--- src/hw/rtl/triangle_walk_point_locate_unit_macros.svh ---
// assertion macros for the triangle walk point locate unit
// no dependencies
`ifndef TRIANGLE_WALK_POINT_LOCATE_UNIT_MACROS_SVH
`define TRIANGLE_WALK_POINT_LOCATE_UNIT_MACROS_SVH
`ifndef SYNTHESIS
`define TW_ASSERT(label, clk, rst_n, prop, msg) \
    label: assert property (@(posedge clk) disable iff (!rst_n) prop) else $error(msg);
`define TW_ASSERT_NR(label, clk, prop, msg) \
    label: assert property (@(posedge clk) prop) else $error(msg);
`else
`define TW_ASSERT(label, clk, rst_n, prop, msg)
`define TW_ASSERT_NR(label, clk, prop, msg)
`endif
`endif

--- src/hw/rtl/twpl_pkg.sv ---
// package for the triangle walk point locate unit
// types, constants and function codes shared by twpl_cross and the top level
package twpl_pkg;
    localparam int unsigned MaxPoints   = 1024;
    localparam int unsigned MaxAdjSlots = 8192;
    localparam int unsigned CoordBits   = 24;
    localparam logic [15:0] StepsReset  = 16'd4096;

    typedef enum logic [1:0] {
        FUNC_POINT = 2'd0,
        FUNC_LEND  = 2'd1,
        FUNC_ADJ   = 2'd2,
        FUNC_LOC   = 2'd3
    } t_func;

    typedef enum logic [3:0] {
        ST_IDLE,
        ST_EDGE_RD,
        ST_EDGE_WAIT,
        ST_MUL,
        ST_CMP,
        ST_LIST_RD,
        ST_LIST_WAIT,
        ST_SCAN_RD,
        ST_SCAN_WAIT,
        ST_NEXT_WAIT,
        ST_FIRST_WAIT,
        ST_MOVE,
        ST_DONE
    } t_state;
endpackage

--- src/hw/rtl/twpl_cross.sv ---
// registered cross product right-of test for one edge
// depends on twpl_pkg
module twpl_cross #(
    parameter int unsigned COORD_BITS = twpl_pkg::CoordBits
) (
    input  logic                  i_clk,
    input  logic                  i_load,
    input  logic signed [COORD_BITS-1:0] i_qx,
    input  logic signed [COORD_BITS-1:0] i_qy,
    input  logic signed [COORD_BITS-1:0] i_px,
    input  logic signed [COORD_BITS-1:0] i_py,
    input  logic signed [COORD_BITS-1:0] i_rx,
    input  logic signed [COORD_BITS-1:0] i_ry,
    output logic                  o_right
);
    import twpl_pkg::*;
    localparam int unsigned DW = COORD_BITS + 1;
    localparam int unsigned PW = 2 * DW;

    logic signed [PW-1:0] r_lhs, r_rhs;
    logic signed [DW-1:0] dqx, dqy, drx, dry;

    assign dqx = DW'(i_qx) - DW'(i_px);
    assign dry = DW'(i_ry) - DW'(i_py);
    assign dqy = DW'(i_qy) - DW'(i_py);
    assign drx = DW'(i_rx) - DW'(i_px);

    always_ff @(posedge i_clk) begin
        if (i_load) begin
            r_lhs <= dqx * dry;
            r_rhs <= dqy * drx;
        end
    end

    assign o_right = r_lhs > r_rhs;
endmodule

--- config.mk ---
export PLATFORM = sky130hd
export DESIGN_NAME = twpl_cross
export DESIGN_NICKNAME = d
export VERILOG_FILES = /design/src/hw/rtl/triangle_walk_point_locate_unit_macros.svh /design/src/hw/rtl/twpl_pkg.sv /design/src/hw/rtl/twpl_cross.sv
export SDC_FILE = /design/constraint.sdc
export NUM_CORES = 2
export LEC_CHECK = 0
export ABC_AREA = 1
export BUFFER_PORTS_ARGS = -buffer_cell sky130_fd_sc_hd__buf_2
export CORE_ASPECT_RATIO = 0.8
export CORE_MARGIN = 5
export CORE_UTILIZATION = 58
export DETAILED_ROUTE_END_ITERATION = 12
export GPL_TIMING_DRIVEN = 0
export PLACE_DENSITY = 0.87
export SLEW_MARGIN = 25
export SYNTH_ARGS = -nofsm -noshare
export SYNTH_HDL_FRONTEND = slang
export SYNTH_SLANG_ARGS = --single-unit
--- constraint.sdc ---
create_clock -name i_clk -period 7.6 [get_ports i_clk]
set_input_delay 0.76 -clock i_clk [delete_from_list [all_inputs] [get_ports i_clk]]
set_output_delay 0.76 -clock i_clk [all_outputs]
set_load 0.01 [all_outputs]
Word level (Yosys, flattened, before mapping)
Index checks and enable logic that the tools add are counted.

word-level totals
  bits in registers = 100
  output and inout bits = 1
  word-level logic and storage cells = 9

operators by class
  $add $sub $neg = 4
  $mul = 2
  $lt $le $gt $ge = 1

operators by type and width
  cell                                            number
  25-bit by 25-bit multiplier with 50-bit output  2
  24-bit by 24-bit subtractor with 25-bit output  4
  50-bit greater-than comparator                  1

Longest topological paths before layout
  depth in word-level cells = 2
  mapped depth = 44
  depth with buffers taken out = 44

Worst setup path after synthesis
OpenSTA, ideal clock, no wires.

  path kind = input port to flip-flop
  start point = input i_qx[0]
  end point = register r_lhs[49], data pin
  library setup time = 252 ps
  data arrival time = 7,845 ps
  setup slack = -497 ps
  stages on the path = 39
  cell sequence = inv_1 > ha_1 > inv_1 > fa_1 > nand3_1 > nand3_1 > nand2_1 > nand3_1 > nand2_1 > nand3_1 > nand2_1 > nand2_1 > buf_2 > nor2_1 > fa_1 > fa_1 > inv_1 > fa_1 > [3 not listed] > inv_1 > fa_1 > inv_1 > fa_1 > ha_1 > nand2_1 > inv_1 > nand2_1 > nor2_1 > nand2_1 > inv_1 > nand2_1 > inv_1 > nand2_1 > nand3_1 > inv_1 > nand2_1 > nand2_1

between the ends
  cells in the longest elaborated chain, start to end = 2

ends and longest elaborated chain
  what                                            line              source
  start: declaration                              twpl_cross.sv:8   input logic signed [COORD_BITS-1:0] i_qx,
  24-bit by 24-bit subtractor with 25-bit output  twpl_cross.sv:23  assign dqx = DW'(i_qx) - DW'(i_px);
  25-bit by 25-bit multiplier with 50-bit output  twpl_cross.sv:30  r_lhs <= dqx * dry;
  end signal: assignment                          twpl_cross.sv:30
  end: declaration                                twpl_cross.sv:20  logic signed [PW-1:0] r_lhs, r_rhs;

Every way passes these cells.
A chain may end at the register's enable or synchronous reset.

Worst setup path in the final report
  start point = input i_py[5]
  end point = register r_rhs[49], data pin

between the ends
  cells in the longest elaborated chain, start to end = 2

ends and longest elaborated chain
  what                                            line              source
  start: declaration                              twpl_cross.sv:11  input logic signed [COORD_BITS-1:0] i_py,
  24-bit by 24-bit subtractor with 25-bit output  twpl_cross.sv:25  assign dqy = DW'(i_qy) - DW'(i_py);
  25-bit by 25-bit multiplier with 50-bit output  twpl_cross.sv:31  r_rhs <= dqy * drx;
  end signal: assignment                          twpl_cross.sv:31
  end: declaration                                twpl_cross.sv:20

Every way passes these cells.

==> metrics.csv <==
metric;value;unit
crit-path max FO;6;
final hold violation count;0;
Post-Syn Area;0.0566;sq mm
via count;53900;
first-pass GRT wire length;327000;um
Period Utilization, post-route;108;%
TritonCTS Sinks;100;
total grt overflow;0;
share of layout cells above drive strength 1;26.0;%
worst hold path type;primary input to register;
hold path depth;1;
initial antenna violation count;14;
HP Start;i_load;
H-tree levels;3;
fin util;74.0;%
GP Congestion;1.07;
number of global-route vias before repair;55000;
top cells by area, synth;fa_1 (47%), inv_1 (12%), nand2_1 (11%);
delay-heaviest family, CP;adder cells;
cts hold-fix bufs;0;
I/O Pins;147;
predominant post-synthesis flop cell;edfxtp_1;
number of fill cells in the layout;6527;
count leader, synth;inv_1;
max-cap violation count;0;
Final WS setup;-0.643;ns
Port Buffer Count;146;
WL/cell;25.4;um
final hold slack;0.827;ns
Post-synth EDFFs;100;
register area share after synthesis;5.31;%
Clock transition at path regs;0.07;ns
top post-synthesis cells by count;inv_1 (1763), nand2_1 (1598), fa_1 (1320);
warnings from Yosys;0;
status;finished with violations;
Die H;289;um
WL final;229000;um
ys async rst share;0;%
CP dominant cell by count;fa_1;
DR pass1 iterations;9;
count of final max-slew check failures;0;
estimated wirelength of the detail-placed design;177000;um
Initial Util;58.4;%
Bufs and invs on worst path;9;
worst slew pin tran;1.10;ns
Crit-path slowest cell;fa_2;
Synth area leader;fa_1;
Synth-to-Final Area Change;26.7;%
Crit path required time;7.69;ns
Die X;359;um
mean post-synth cell area;8.01;sq um
CP startpoint kind;primary input;
Critical Path End Type;register;
initial DRC count;6828;
unique cell type count in the Yosys netlist;42;
Post-Syn Nets;8960;
Core Area;0.0969;sq mm
pin count of the biggest net entering global routing;65;
synthesized flop and latch total;100;
Max-slew headroom;26.4;%
clk root buf;clkbuf_16;
Worst Setup SP;i_py[5];
Yosys top cell area share;46.7;%
Final min period;8.24;ns
CTS max path bufs;2;
Stages on worst setup path;34;
post-synthesis cell count;7066;
failing checks;setup timing;
DRC violations left;0;
RSZ-0062 raised after global routing;true;
CTS tree;done;
All-Layer GR Usage;42.1;%
die footprint;0.104;sq mm
CP Data Arrival Time;8.33;ns
CP max stage delay;0.66;ns
final antenna-violating net count;0;
Nets;9576;
Via density;5.99;
Rows;102;
fmax;121;MHz
crit path kind;primary input to register;
total CTS buffers;9;
Setup Viol. Count Final;67;
==> cells by family after synthesis <==
group	count (synthesis)	synth area share, %
adder cells (fa/ha/maj)	1748	56.2
XOR/XNOR	132	2.25
buffers and inverters	1947	13.1
flip-flops	100	5.31
AND/OR/NAND/NOR	2683	18.8
AO/OA/AOI/OAI	456	4.31
==> cell type report <==
type | instances | area [sq um] | area share (%)
diodes | 4 | 10.0 | 0.0140
plain buffers | 160 | 1750 | 2.45
clock buffers | 9 | 225 | 0.314
clock inverters | 7 | 85.1 | 0.119
inverters | 1787 | 7000 | 9.77
multi-input cells | 5020 | 52800 | 73.7
flip-flops and latches | 100 | 3000 | 4.19
well taps | 1300 | 1630 | 2.27
repair buffers | 604 | 5160 | 7.20
==> routing by layer <==
layer | part of all wire (%) | wire length, um | track usage [%] | up-vias
met5 | 0.086 | 196 | 0.547 | -
met3 | 16 | 37500 | 18.5 | 1165
met4 | 6.9 | 15800 | 19.4 | 16
li1 | - | - | - | 22000
met2 | 41 | 94600 | 62.1 | 4317
met1 | 35 | 80600 | 53.7 | 26400
==> registers in the layout, summed over array words and instances (netlist names) <==
signal and flops:
r_lhs 50, r_rhs 50
==> per-stage QoR <==
step	instances	cell area, sq um	setup WS (ns)	setup TNS, ns
after detailed placement	8515	59400	-2.93	-127.08
after floorplan	7066	56900	-0.0950	-0.233
after CTS	8827	67800	-0.351	-7.07
after global routing	8987	71700	-0.737	-32.03
final	8991	71700	-0.643	-22.20
after global placement	8512	59300	-2.96	-149.44
==> cells in the final DEF, fill, tap and decap left out, types with 114 or more instances in the layout <==
cell and count:
buf_2 141, nand2_1 1350, ha_1 279, fa_1 1223
nand2_2 165, ha_4 128, nor2_1 593, buf_4 357
nand3_1 132, inv_2 127, inv_1 1584, a21oi_1 114
==> path summary, 6_finish.rpt <==
kind / end
min: r_rhs[17]
max: r_rhs[49]
==> timing repair <==
action                                  4_1_cts  5_1_grt
gates resized for setup                    1360      709
endpoints found under the setup margin       80       75
cloned                                        3        2
setup buffers                               293      163
pin swaps                                   278      348
endpoints found under the hold margin         0        0
Power is not shown: default switching activity piles up to over one toggle a cycle in this logic, so the estimate is an artifact.
